## src/hw/rtl/spfb_pkg.sv

```systemverilog
// shared types, register indexes and bf16/fp32 helpers for the same-padded fir
package spfb_pkg;

    typedef struct packed {
        logic [15:0] sample;
        logic        last_in;
    } in_item_t;

    typedef struct packed {
        logic [31:0] result_value;
        logic        last_out;
    } out_item_t;

    localparam logic [2:0] REG_TAPS_LOW  = 3'd0;
    localparam logic [2:0] REG_TAPS_HIGH = 3'd1;
    localparam logic [2:0] REG_TAP8_BIAS = 3'd2;
    localparam logic [2:0] REG_TAP_COUNT = 3'd3;
    localparam logic [2:0] REG_BIAS_EN   = 3'd4;
    localparam logic [2:0] REG_OUT_F32   = 3'd5;

    localparam logic [3:0] MAX_TAPS = 4'd9;

    localparam int WIN_DEPTH = 9;

    // one output job: 9-deep sample history, lag and last flag
    typedef struct packed {
        logic [WIN_DEPTH*16-1:0] hist;
        logic [3:0]              lag;
        logic                    last_out;
    } job_t;

    typedef enum logic [1:0] {
        BK_IDLE,
        BK_MUL,
        BK_ADD,
        BK_OUT
    } back_state_t;

    // product of two bf16 values as fp32; exact unless it overflows or lands in the subnormal range
    function automatic logic [31:0] bf_mul(input logic [15:0] a, input logic [15:0] b);
        logic        s;
        logic [7:0]  ea, eb;
        logic [7:0]  ma, mb;
        logic [15:0] p;
        logic signed [10:0] e;
        logic [31:0] r;
        logic [4:0]  lz;
        logic [47:0] m;
        logic [5:0]  sh;
        logic [63:0] w;
        logic [24:0] q;
        s  = a[15] ^ b[15];
        ea = a[14:7];
        eb = b[14:7];
        ma = {ea != 8'd0, a[6:0]};
        mb = {eb != 8'd0, b[6:0]};
        r  = {s, 31'd0};
        if ((ea == 8'hFF && a[6:0] != 0) || (eb == 8'hFF && b[6:0] != 0)) begin
            r = 32'h7FC00000;
        end else if (ea == 8'hFF || eb == 8'hFF) begin
            if ((ea == 8'hFF && b[14:0] == 0) || (eb == 8'hFF && a[14:0] == 0))
                r = 32'h7FC00000;
            else
                r = {s, 8'hFF, 23'd0};
        end else begin
            p = ma * mb;
            if (p != 16'd0) begin
                lz = 5'd0;
                for (int i = 15; i >= 0; i--) begin
                    if (p[i] && lz == 5'd0) lz = 5'(16 - i);
                end
                // value = p * 2^(ea'+eb'-268), ea' = max(ea,1)
                e = 11'(ea == 0 ? 1 : ea) + 11'(eb == 0 ? 1 : eb) - 11'sd125
                    - 11'(lz);
                m = {p, 32'd0} << lz; // leading one shifted out
                if (e >= 11'sd255) begin
                    r = {s, 8'hFF, 23'd0};
                end else if (e >= 11'sd1) begin
                    r = {s, e[7:0], m[47:25]};
                end else if (e < -11'sd23) begin
                    // below half the smallest subnormal
                    r = {s, 31'd0};
                end else begin
                    // subnormal: shift in the hidden one, round to nearest even
                    sh = 6'(11'sd1 - e);
                    w  = {1'b1, m[47:25], 40'd0} >> sh;
                    q  = {1'b0, w[63:40]};
                    if (w[39] && (w[38:0] != 0 || w[40])) q = q + 25'd1;
                    r = {s, 7'd0, q[23:0]};
                end
            end
        end
        return r;
    endfunction

    // fp32 add, round to nearest even, subnormals kept
    function automatic logic [31:0] f_add(input logic [31:0] a, input logic [31:0] b);
        logic [7:0]  ea, eb, el;
        logic [26:0] ma, mb, t;
        logic [27:0] sum;
        logic        sa, sb, so, st;
        logic [31:0] r, x, y;
        logic [8:0]  d;
        logic [9:0]  e;
        logic [4:0]  lz;
        logic [24:0] mr;
        x = a; y = b;
        if (a[30:0] < b[30:0]) begin x = b; y = a; end
        sa = x[31]; sb = y[31];
        ea = x[30:23]; eb = y[30:23];
        if ((ea == 8'hFF && x[22:0] != 0) || (eb == 8'hFF && y[22:0] != 0)) begin
            r = 32'h7FC00000;
        end else if (ea == 8'hFF) begin
            r = (eb == 8'hFF && sa != sb) ? 32'h7FC00000 : x;
        end else if (x[30:0] == 0) begin
            r = {sa & sb, 31'd0};
        end else begin
            ma = {ea != 0, x[22:0], 3'b000};
            mb = {eb != 0, y[22:0], 3'b000};
            el = (ea == 0) ? 8'd1 : ea;
            d = 9'(el) - 9'((eb == 0) ? 8'd1 : eb);
            if (d > 9'd26) begin
                mb = {26'd0, mb != 0};
            end else begin
                t  = mb >> d;
                st = (mb & ((27'd1 << d) - 27'd1)) != 0;
                mb = {t[26:1], t[0] | st};
            end
            if (sa == sb) sum = {1'b0, ma} + {1'b0, mb};
            else          sum = {1'b0, ma} - {1'b0, mb};
            so = sa;
            e  = {2'b0, el};
            if (sum == 0) begin
                r = 32'd0;
            end else begin
                if (sum[27]) begin
                    sum = {1'b0, sum[27:2], sum[1] | sum[0]};
                    e = e + 10'd1;
                end else begin
                    // highest set bit wins
                    lz = 5'd0;
                    for (int i = 0; i <= 26; i++) begin
                        if (sum[i]) lz = 5'(26 - i);
                    end
                    if ({5'd0, lz} >= e) lz = 5'(e - 10'd1);
                    sum = sum << lz;
                    e = e - 10'(lz);
                    if (!sum[26]) e = 10'd0;
                end
                mr = {1'b0, sum[26:3]};
                if (sum[2] && (sum[1] | sum[0] | sum[3])) mr = mr + 25'd1;
                if (mr[24]) begin
                    mr = mr >> 1; e = e + 10'd1;
                end else if (e == 10'd0 && mr[23]) begin
                    e = 10'd1;
                end
                if (e >= 10'd255) r = {so, 8'hFF, 23'd0};
                else              r = {so, e[7:0], mr[22:0]};
            end
        end
        return r;
    endfunction

endpackage

```

## src/hw/rtl/spfb_front.sv

```systemverilog
// front end: sample window, output scheduling and job generation
module spfb_front (
    input  logic                 aclk,
    input  logic                 aresetn,
    input  logic                 s_valid,
    output logic                 s_ready,
    input  spfb_pkg::in_item_t   s_data,
    input  logic [3:0]           eff_k,
    output logic                 job_valid,
    input  logic                 job_ready,
    output spfb_pkg::job_t       job
);
    logic [127:0] win_reg, win_next;
    logic [2:0]   seen_reg, seen_next;
    logic         busy_reg, busy_next;
    logic [143:0] hist_reg, hist_next;
    logic         last_reg, last_next;
    logic [3:0]   lag_reg, lag_next;
    logic         first_reg, first_next;
    logic [2:0]   sseen_reg, sseen_next;
    logic [2:0]   pad;
    logic         emit;

    assign pad = eff_k[3:1];
    assign s_ready = !busy_reg;

    // first job: lag = pad when seen >= pad; then lags pad-1 .. 0 (<= seen) on last
    always_comb begin
        emit = 1'b0;
        if (busy_reg) begin
            if (first_reg) emit = ({1'b0, sseen_reg} >= {1'b0, pad});
            else           emit = (lag_reg <= {1'b0, sseen_reg});
        end
    end

    always_comb begin
        logic more;
        logic [3:0] nl;
        win_next = win_reg; seen_next = seen_reg; busy_next = busy_reg;
        hist_next = hist_reg; last_next = last_reg; lag_next = lag_reg;
        first_next = first_reg; sseen_next = sseen_reg;
        nl = first_reg ? {1'b0, pad} : lag_reg;
        more = last_reg && nl != 4'd0;
        job_valid = emit;
        job.hist = hist_reg;
        job.lag  = nl;
        job.last_out = 1'b0;
        // last flag: no later emitted lag exists
        if (last_reg) begin
            job.last_out = 1'b1;
            for (int l = 0; l < 8; l++) begin
                if (4'(l) < nl && 3'(l) <= sseen_reg) job.last_out = 1'b0;
            end
        end
        if (!busy_reg && s_valid) begin
            busy_next  = 1'b1;
            first_next = 1'b1;
            hist_next  = {win_reg, s_data.sample};
            last_next  = s_data.last_in;
            sseen_next = seen_reg;
            if (s_data.last_in) begin
                win_next = '0; seen_next = 3'd0;
            end else begin
                win_next = {win_reg[111:0], s_data.sample};
                if (seen_reg != 3'd7) seen_next = seen_reg + 3'd1;
            end
        end else if (busy_reg && (!emit || job_ready)) begin
            first_next = 1'b0;
            if (more) lag_next = nl - 4'd1;
            else      busy_next = 1'b0;
        end
    end

    always_ff @(posedge aclk) begin
        if (!aresetn) begin
            win_reg <= '0; seen_reg <= '0; busy_reg <= 1'b0;
            first_reg <= 1'b0; lag_reg <= '0; last_reg <= 1'b0; sseen_reg <= '0;
        end else begin
            win_reg <= win_next; seen_reg <= seen_next; busy_reg <= busy_next;
            first_reg <= first_next; lag_reg <= lag_next; last_reg <= last_next;
            sseen_reg <= sseen_next;
        end
        hist_reg <= hist_next;
    end

    assert property (@(posedge aclk) disable iff (!aresetn)
        job_valid |-> busy_reg) else $error("job outside busy");
    assert property (@(posedge aclk) disable iff (!aresetn)
        job_valid |-> job.lag <= 4'd4) else $error("lag beyond pad");
    assert property (@(posedge aclk) disable iff (!aresetn)
        (job_valid && !job_ready) |=> job_valid) else $error("job dropped");
endmodule

```

## src/hw/rtl/spfb_queue.sv

```systemverilog
// two-entry job queue between front and back
module spfb_queue (
    input  logic           aclk,
    input  logic           aresetn,
    input  logic           in_valid,
    output logic           in_ready,
    input  spfb_pkg::job_t in_job,
    output logic           out_valid,
    input  logic           out_ready,
    output spfb_pkg::job_t out_job
);
    spfb_pkg::job_t mem_reg [2];
    logic           wp_reg, rp_reg;
    logic [1:0]     cnt_reg;
    logic           wr, rd;

    assign in_ready  = cnt_reg != 2'd2;
    assign out_valid = cnt_reg != 2'd0;
    assign out_job   = mem_reg[rp_reg];
    assign wr = in_valid && in_ready;
    assign rd = out_valid && out_ready;

    always_ff @(posedge aclk) begin
        if (!aresetn) begin
            wp_reg <= 1'b0; rp_reg <= 1'b0; cnt_reg <= 2'd0;
        end else begin
            if (wr) wp_reg <= !wp_reg;
            if (rd) rp_reg <= !rp_reg;
            cnt_reg <= cnt_reg + 2'(wr) - 2'(rd);
        end
        if (wr) mem_reg[wp_reg] <= in_job;
    end

    assert property (@(posedge aclk) disable iff (!aresetn)
        cnt_reg <= 2'd2) else $error("queue count overflow");
    assert property (@(posedge aclk) disable iff (!aresetn)
        (wr && !rd) |=> cnt_reg == $past(cnt_reg) + 2'd1) else $error("count slip");
    assert property (@(posedge aclk) disable iff (!aresetn)
        (cnt_reg == 2'd0) |-> wp_reg == rp_reg) else $error("pointer mismatch");
endmodule

```

## src/hw/rtl/spfb_back.sv

```systemverilog
// back end: shared multiply then add per tap, output packing
module spfb_back (
    input  logic                      aclk,
    input  logic                      aresetn,
    input  logic                      job_valid,
    output logic                      job_ready,
    input  spfb_pkg::job_t            job,
    input  logic [143:0]              taps,
    input  logic [15:0]               bias,
    input  logic                      bias_en,
    input  logic                      out_f32,
    input  logic [3:0]                eff_k,
    output logic                      m_valid,
    input  logic                      m_ready,
    output spfb_pkg::out_item_t       m_data
);
    spfb_pkg::back_state_t st_reg, st_next;
    spfb_pkg::job_t job_reg, job_next;
    logic [31:0] acc_reg, acc_next, prod_reg, prod_next;
    logic [3:0]  p_reg, p_next;
    logic [31:0] res;
    logic        nan;
    logic signed [5:0] d;
    logic [15:0] smp, tap;

    assign d   = 6'(job_reg.lag) + 6'(eff_k[3:1]) - 6'(p_reg);
    assign smp = (d >= 0 && d <= 6'sd8) ? job_reg.hist[d[3:0]*16 +: 16] : 16'd0;
    assign tap = taps[p_reg*16 +: 16];
    assign nan = acc_reg[30:23] == 8'hFF && acc_reg[22:0] != 0;
    always_comb begin
        logic [31:0] rb;
        rb  = (acc_reg + 32'h7FFF + {31'd0, acc_reg[16]}) >> 16;
        res = out_f32 ? (nan ? 32'h7FC00000 : acc_reg)
                      : (nan ? 32'h00007FC0 : {16'd0, rb[15:0]});
    end

    always_comb begin
        st_next = st_reg; job_next = job_reg; acc_next = acc_reg;
        prod_next = prod_reg; p_next = p_reg;
        job_ready = 1'b0;
        m_valid = 1'b0;
        m_data.result_value = res;
        m_data.last_out = job_reg.last_out;
        case (st_reg)
            spfb_pkg::BK_IDLE: begin
                job_ready = 1'b1;
                if (job_valid) begin
                    job_next = job;
                    acc_next = bias_en ? {bias, 16'd0} : 32'd0;
                    p_next = 4'd0;
                    st_next = spfb_pkg::BK_MUL;
                end
            end
            spfb_pkg::BK_MUL: begin
                prod_next = spfb_pkg::bf_mul(tap, smp);
                st_next = spfb_pkg::BK_ADD;
            end
            spfb_pkg::BK_ADD: begin
                acc_next = spfb_pkg::f_add(acc_reg, prod_reg);
                p_next = p_reg + 4'd1;
                st_next = (p_reg + 4'd1 >= eff_k) ? spfb_pkg::BK_OUT : spfb_pkg::BK_MUL;
            end
            spfb_pkg::BK_OUT: begin
                m_valid = 1'b1;
                if (m_ready) st_next = spfb_pkg::BK_IDLE;
            end
            default: st_next = spfb_pkg::BK_IDLE;
        endcase
    end

    always_ff @(posedge aclk) begin
        if (!aresetn) st_reg <= spfb_pkg::BK_IDLE;
        else          st_reg <= st_next;
        job_reg <= job_next; acc_reg <= acc_next;
        prod_reg <= prod_next; p_reg <= p_next;
    end

    assert property (@(posedge aclk) disable iff (!aresetn)
        m_valid |-> st_reg == spfb_pkg::BK_OUT) else $error("result outside out state");
    assert property (@(posedge aclk) disable iff (!aresetn)
        (st_reg == spfb_pkg::BK_MUL) |-> p_reg < 4'd9) else $error("tap index range");
    assert property (@(posedge aclk) disable iff (!aresetn)
        (m_valid && !m_ready) |=> $stable(acc_reg)) else $error("result changed");
endmodule

```

## src/hw/rtl/same_padded_fir_bf16_unit.sv

```systemverilog
// top level of the same-padded bf16 fir: config registers, front, queue, back
// usage:
//   s_ channel takes one bf16 sample a beat, with last_in on the channel's end
//   m_ channel gives result beats, bf16 in bits 15:0 or fp32, last_out on the
//   final one; outputs lag input by pad = (taps-1)/2 samples, flushed on last
//   cfg channel writes register cfg_index with cfg_data; the user must write
//   only while idle, which the block itself does not enforce
// schedule:
//   each output steps through load, a multiply and add per tap, then present,
//   set by the single shared multiply/add unit in back
//   the front takes no new sample until it has emitted that sample's jobs,
//   with the flushed lags on a last sample; a two-entry job queue decouples
//   it from the back end
// reset: aresetn low clears window, counters, queue; taps and bias go to
//   zero, tap count to nine, bias on, bf16 output
// stall: when m_ready is low the back holds its result, the queue fills and
//   then the front stops taking samples
module same_padded_fir_bf16_unit (
    input  logic                    aclk,
    input  logic                    aresetn,
    input  logic                    s_valid,
    output logic                    s_ready,
    input  spfb_pkg::in_item_t      s_data,
    output logic                    m_valid,
    input  logic                    m_ready,
    output spfb_pkg::out_item_t     m_data,
    input  logic                    cfg_valid,
    output logic                    cfg_ready,
    input  logic [2:0]              cfg_index,
    input  logic [63:0]             cfg_data
);
    logic [63:0] taps_low_reg, taps_high_reg;
    logic [31:0] tap8_bias_reg;
    logic [3:0]  tap_count_reg;
    logic        bias_en_reg, out_f32_reg;
    logic [3:0]  eff_k;

    // config writes always taken
    assign cfg_ready = 1'b1;

    always_ff @(posedge aclk) begin
        if (!aresetn) begin
            taps_low_reg <= '0; taps_high_reg <= '0; tap8_bias_reg <= '0;
            tap_count_reg <= 4'd9; bias_en_reg <= 1'b1; out_f32_reg <= 1'b0;
        end else if (cfg_valid) begin
            case (cfg_index)
                spfb_pkg::REG_TAPS_LOW:  taps_low_reg  <= cfg_data;
                spfb_pkg::REG_TAPS_HIGH: taps_high_reg <= cfg_data;
                spfb_pkg::REG_TAP8_BIAS: tap8_bias_reg <= cfg_data[31:0];
                spfb_pkg::REG_TAP_COUNT: tap_count_reg <= cfg_data[3:0];
                spfb_pkg::REG_BIAS_EN:   bias_en_reg   <= cfg_data[0];
                spfb_pkg::REG_OUT_F32:   out_f32_reg   <= cfg_data[0];
                default: ;
            endcase
        end
    end

    // effective odd tap count, clamped to 1..MAX_TAPS
    always_comb begin
        eff_k = tap_count_reg;
        if (eff_k > spfb_pkg::MAX_TAPS) eff_k = spfb_pkg::MAX_TAPS;
        if (eff_k == 4'd0) eff_k = 4'd1;
        if (!eff_k[0]) eff_k = eff_k - 4'd1;
    end

    logic           fj_valid, fj_ready, bj_valid, bj_ready;
    spfb_pkg::job_t fj, bj;

    spfb_front u_front (
        .aclk, .aresetn, .s_valid, .s_ready, .s_data, .eff_k,
        .job_valid(fj_valid), .job_ready(fj_ready), .job(fj)
    );

    spfb_queue u_queue (
        .aclk, .aresetn,
        .in_valid(fj_valid), .in_ready(fj_ready), .in_job(fj),
        .out_valid(bj_valid), .out_ready(bj_ready), .out_job(bj)
    );

    spfb_back u_back (
        .aclk, .aresetn,
        .job_valid(bj_valid), .job_ready(bj_ready), .job(bj),
        .taps({tap8_bias_reg[15:0], taps_high_reg, taps_low_reg}),
        .bias(tap8_bias_reg[31:16]), .bias_en(bias_en_reg), .out_f32(out_f32_reg),
        .eff_k, .m_valid, .m_ready, .m_data
    );

    assert property (@(posedge aclk) disable iff (!aresetn)
        eff_k[0] && eff_k <= spfb_pkg::MAX_TAPS) else $error("tap count not odd in range");
    assert property (@(posedge aclk) disable iff (!aresetn)
        (m_valid && !m_ready) |=> m_valid) else $error("result withdrawn");
    assert property (@(posedge aclk) disable iff (!aresetn)
        (m_valid && !m_ready) |=> $stable(m_data)) else $error("result changed while stalled");
endmodule
```

## config.mk

```make
export PLATFORM = sky130hd
export DESIGN_NAME = same_padded_fir_bf16_unit
export DESIGN_NICKNAME = d
export VERILOG_FILES = /design/src/hw/rtl/spfb_pkg.sv /design/src/hw/rtl/spfb_front.sv /design/src/hw/rtl/spfb_queue.sv /design/src/hw/rtl/spfb_back.sv /design/src/hw/rtl/same_padded_fir_bf16_unit.sv
export SDC_FILE = /design/constraint.sdc
export NUM_CORES = 2
export LEC_CHECK = 0
export ABC_AREA = 1
export CELL_PAD_IN_SITES_DETAIL_PLACEMENT = 1
export CELL_PAD_IN_SITES_GLOBAL_PLACEMENT = 1
export CORE_MARGIN = 10
export CORE_UTILIZATION = 45
export DETAILED_ROUTE_END_ITERATION = 6
export DONT_BUFFER_PORTS = 1
export PLACE_DENSITY_LB_ADDON = 0.2
export REMOVE_ABC_BUFFERS = 1
export SLEW_MARGIN = 20
export SYNTH_ARGS = -nofsm -noshare
export SYNTH_HDL_FRONTEND = slang
export SYNTH_SLANG_ARGS = --single-unit
export TNS_END_PERCENT = 10
```

## constraint.sdc

```tcl
create_clock -name aclk -period 15.7 [get_ports aclk]
set_clock_uncertainty 0.15 [all_clocks]
set_input_delay 0.785 -clock aclk [delete_from_list [all_inputs] [get_ports aclk]]
set_output_delay 0.785 -clock aclk [all_outputs]
set_load 0.05 [all_outputs]
```

==> impl_results.md <==
* Final core utilization at 0.525
* Slowest cell delay on critical path at approximately 0.66 ns
* Ports at roughly 130
* Synthesized area per cell at around 8 um^2
* Area growth, synth to finish at 15.5%
* Post-DR wirelength/cell at approximately 22 um
* Placed wire-length estimate at around 140000 um
* Post-synth top flop: edfxtp_1
* Required time of the critical path at 16.04 ns
* Clk slew on worst S/H paths at around 0.06 ns
* Antenna violations before repair at 1
* All-layer global routing usage at 0.274
* Run status: finished, final reports clean
* Final Worst Setup Slack at between 0.9 and 1 ns
* Antenna Nets Post-Route at 0
* Worst-Margin Slew at around 1.1 ns
* Max-slew violations at 0
* H-tree lvl count at 3
* Min-Delay Path Class: in -> reg
* Root buffer cell: clkbuf_16
* CP most frequent cell: inv_1
* Crit path launch: tap_count_reg[2]$_SDFFE_PN0P_
* Drt initial violations at 3491
* Final instance area at between 60000 and 70000 um^2
* FF+latch count, synth at a little under 1000
* Num CTS Buffers at ~100
* Router iterations before antenna repair at 6
* R2R cell count at a little under 90
* GRT overflow at 0
* CTS Buffer Depth at 3
* Min Clock Period, post-route at 14.76 ns
* Fraction of layout cells with a size suffix above 1 at 0.123
* Finish-stage setup viols at 0
* Chip Width at approximately 370 um
* Max-cap check violation count at 0
* Vias per Instance at 5.64
* FF-to-FF Start: tap_count_reg[2]$_SDFFE_PN0P_
* Full die area at between 100000 and 150000 um^2
* Core Footprint at between 100000 and 150000 um^2
* Post-Syn Instances at between 6000 and 7000
* Tcrit/Tclk final at 0.940
* Largest net degree at the start of global routing at 178
* Routed wire length at roughly 190000 um
* CP Launch Type: flip-flop
* Fin. Hold Viols at 0
* Via count at about 48000
* Remaining DRCs at 0
* Slack of the worst reg-to-reg path at between 0.9 and 1 ns
* Initial Utilization at 0.454
* Ys async rst share at 0
* First-pass GRT wire length at roughly 290000 um
* Final GP Congestion at roughly 0.96
* CP Class: reg -> reg
* Site row count at 126
* Relative max-transition margin at 0.249
* CP endpoint: u_back.prod_reg[20]$_SDFFCE_PP0N_
* Max Fanout on Critical Path at 12
* Vias in the first global route at 49500
* Fin Setup TNS at 0 ns
* Port Buf Inserts at 0
* Antenna cell count at 0
* Cell area after synthesis at approximately 54000 um^2
* Arrival time worst endpoint at 15.11 ns
* Worst Setup End Kind: flip-flop
* Unrepaired setup endpoints after global routing: yes
* # clock sinks at 972
* RR Endpoint: u_back.prod_reg[20]$_SDFFCE_PP0N_
* Yosys Warn Count at 0
* Count of cell types in the netlist at 81
* Crit-path slowest cell: fa_2
* CTS tree: done
* Placed inst area at 58000 um^2
* DIE HEIGHT at about 370 um
* Max reg flops at ~300
* Sequential fraction of the synthesis area at 0.485
* Clock Latency Late Sink at between 0.7 and 0.8 ns
* Number of synthesized flops with an enable pin at 659
* Final net count at between 7000 and 8000
* Max Freq at 67.7 MHz
* Pre-CTS setup slack at 0.0723 ns
cell families after synthesis:
logic type,count (synthesis),synth area share
simple gates,3492,0.274
buf+inv,873,0.0641
compound gates,989,0.105
mux,2,0.000373
xor+xnor,65,0.0112
fa+ha+maj,227,0.0598
flops,972,0.485
other cells,1,0.0000698
synth_stat cells, types with 8 or more instances:
| library cell | n | area [um^2] |
|---|---|---|
| nor4_1 | 22 | 138 |
| buf_1 | 25 | 93.8 |
| dfxtp_1 | 313 | 6270 |
| clkbuf_1 | 222 | 833 |
| o221ai_1 | 24 | 210 |
| clkinv_1 | 13 | 48.8 |
| o31ai_1 | 13 | 97.6 |
| nor3_1 | 43 | 215 |
| o21ai_0 | 361 | 1810 |
| o21ai_2 | 15 | 131 |
| buf_4 | 10 | 75.1 |
| nand3_1 | 581 | 2910 |
| xnor2_1 | 15 | 131 |
| inv_1 | 528 | 1980 |
| buf_2 | 30 | 150 |
| xor2_1 | 46 | 403 |
| or2_2 | 13 | 81.3 |
| inv_2 | 33 | 124 |
| o21ai_1 | 34 | 170 |
| nor2_2 | 23 | 144 |
| nand2_2 | 28 | 175 |
| o21bai_1 | 8 | 60.1 |
| a31oi_1 | 21 | 131 |
| edfxtp_1 | 659 | 19800 |
| ha_1 | 177 | 2210 |
| a21oi_1 | 380 | 1900 |
| o22ai_1 | 8 | 50.1 |
| nand3b_1 | 10 | 75.1 |
| a32oi_1 | 20 | 175 |
| buf_6 | 11 | 124 |
| o2111ai_1 | 8 | 70.1 |
| o211ai_1 | 29 | 218 |
| nor2_1 | 723 | 2710 |
| nand4_1 | 80 | 500 |
| a32o_1 | 8 | 80.1 |
| fa_1 | 50 | 1000 |
| nand3_2 | 12 | 120 |
| nand2_1 | 1913 | 7180 |
| a22oi_1 | 11 | 82.6 |
per-layer routing:
layer / track usage / routed length, um / up-vias
li1: - / - / 22700
met1: 0.366 / 82600 / 23900
met2: 0.468 / 90300 / 1213
met3: 0.0305 / 9100 / 294
met4: 0.0797 / 5640 / 0
met5: 0 / 0 / -
layout make-up:
type / instances / area [um^2]
multi-input cells: 4776 / 24600
flip-flops and latches: 972 / 26100
inverters: 574 / 2190
clock buffers: 153 / 2930
fillers: 14200 / 56200
repair inverters: 1 / 5.00
repair buffers: 482 / 3870
well taps: 1536 / 1920
clock inverters: 34 / 450
worst min path at each step:
stage	endpoint	depth (start not counted)	from	slack, ns
final	u_front.hist_reg[12]$_DFFE_PP_	0	s_data[13]	0.05
after global routing	u_front.hist_reg[12]$_DFFE_PP_	0	s_data[13]	0.03
after CTS	u_front.hist_reg[12]$_DFFE_PP_	0	s_data[13]	0.01
after detailed placement	u_front.hist_reg[141]$_DFFE_PP_	0	u_front.win_reg[125]$_SDFFE_PN0P_	0.27
after global placement	u_front.hist_reg[140]$_DFFE_PP_	0	u_front.win_reg[124]$_SDFFE_PN0P_	0.26
after floorplan	u_front.hist_reg[128]$_DFFE_PP_	0	u_front.win_reg[112]$_SDFFE_PN0P_	0.26
cell usage in the layout (no fill, tap or decap), types with 34 or more instances in the layout:
cell and n:
o21ai_0 348, inv_2 35, nand2_1 1905, xor2_1 41
dfxtp_1 312, clkbuf_16 100, nor2_1 710, ha_1 173
fa_1 49, nand2_2 34, inv_1 521, a21oi_1 379
buf_4 446, nand3_1 579, nand4_1 80, edfxtp_1 659
o21ai_1 40, nor3_1 39
critical path, delay by kind of cell (launching register included):
family / cells / cell delay [ns]
AO/OA/AOI/OAI: 13 / 1.97
XOR/XNOR: 2 / 0.48
adder cells (fa/ha/maj): 11 / 4.88
buffers and inverters: 22 / 2.43
flip-flops: 1 / 0.36
AND/OR/NAND/NOR: 41 / 4.39
what timing repair did:
| action | 4_1_cts | 5_1_grt |
|---|---|---|
| resized for setup | 2 | 78 |
| hold endpoints to repair | 14 | 0 |
| pin swaps | 0 | 11 |
| buffers inserted | 0 | 22 |
| cloned | 0 | 1 |
| setup endpoints to repair | 3 | 62 |
| hold buffers | 14 | 0 |
metrics by stage:
stage	cells	hold slack (ns)
after floorplan	6322	0.259
after global placement	8302	0.265
after detailed placement	8302	0.274
after CTS	8503	0.00995
after global routing	8528	0.0285
final	8528	0.0522
Power is not shown: default switching activity piles up to over one toggle a cycle in this logic, so the estimate is an artifact.
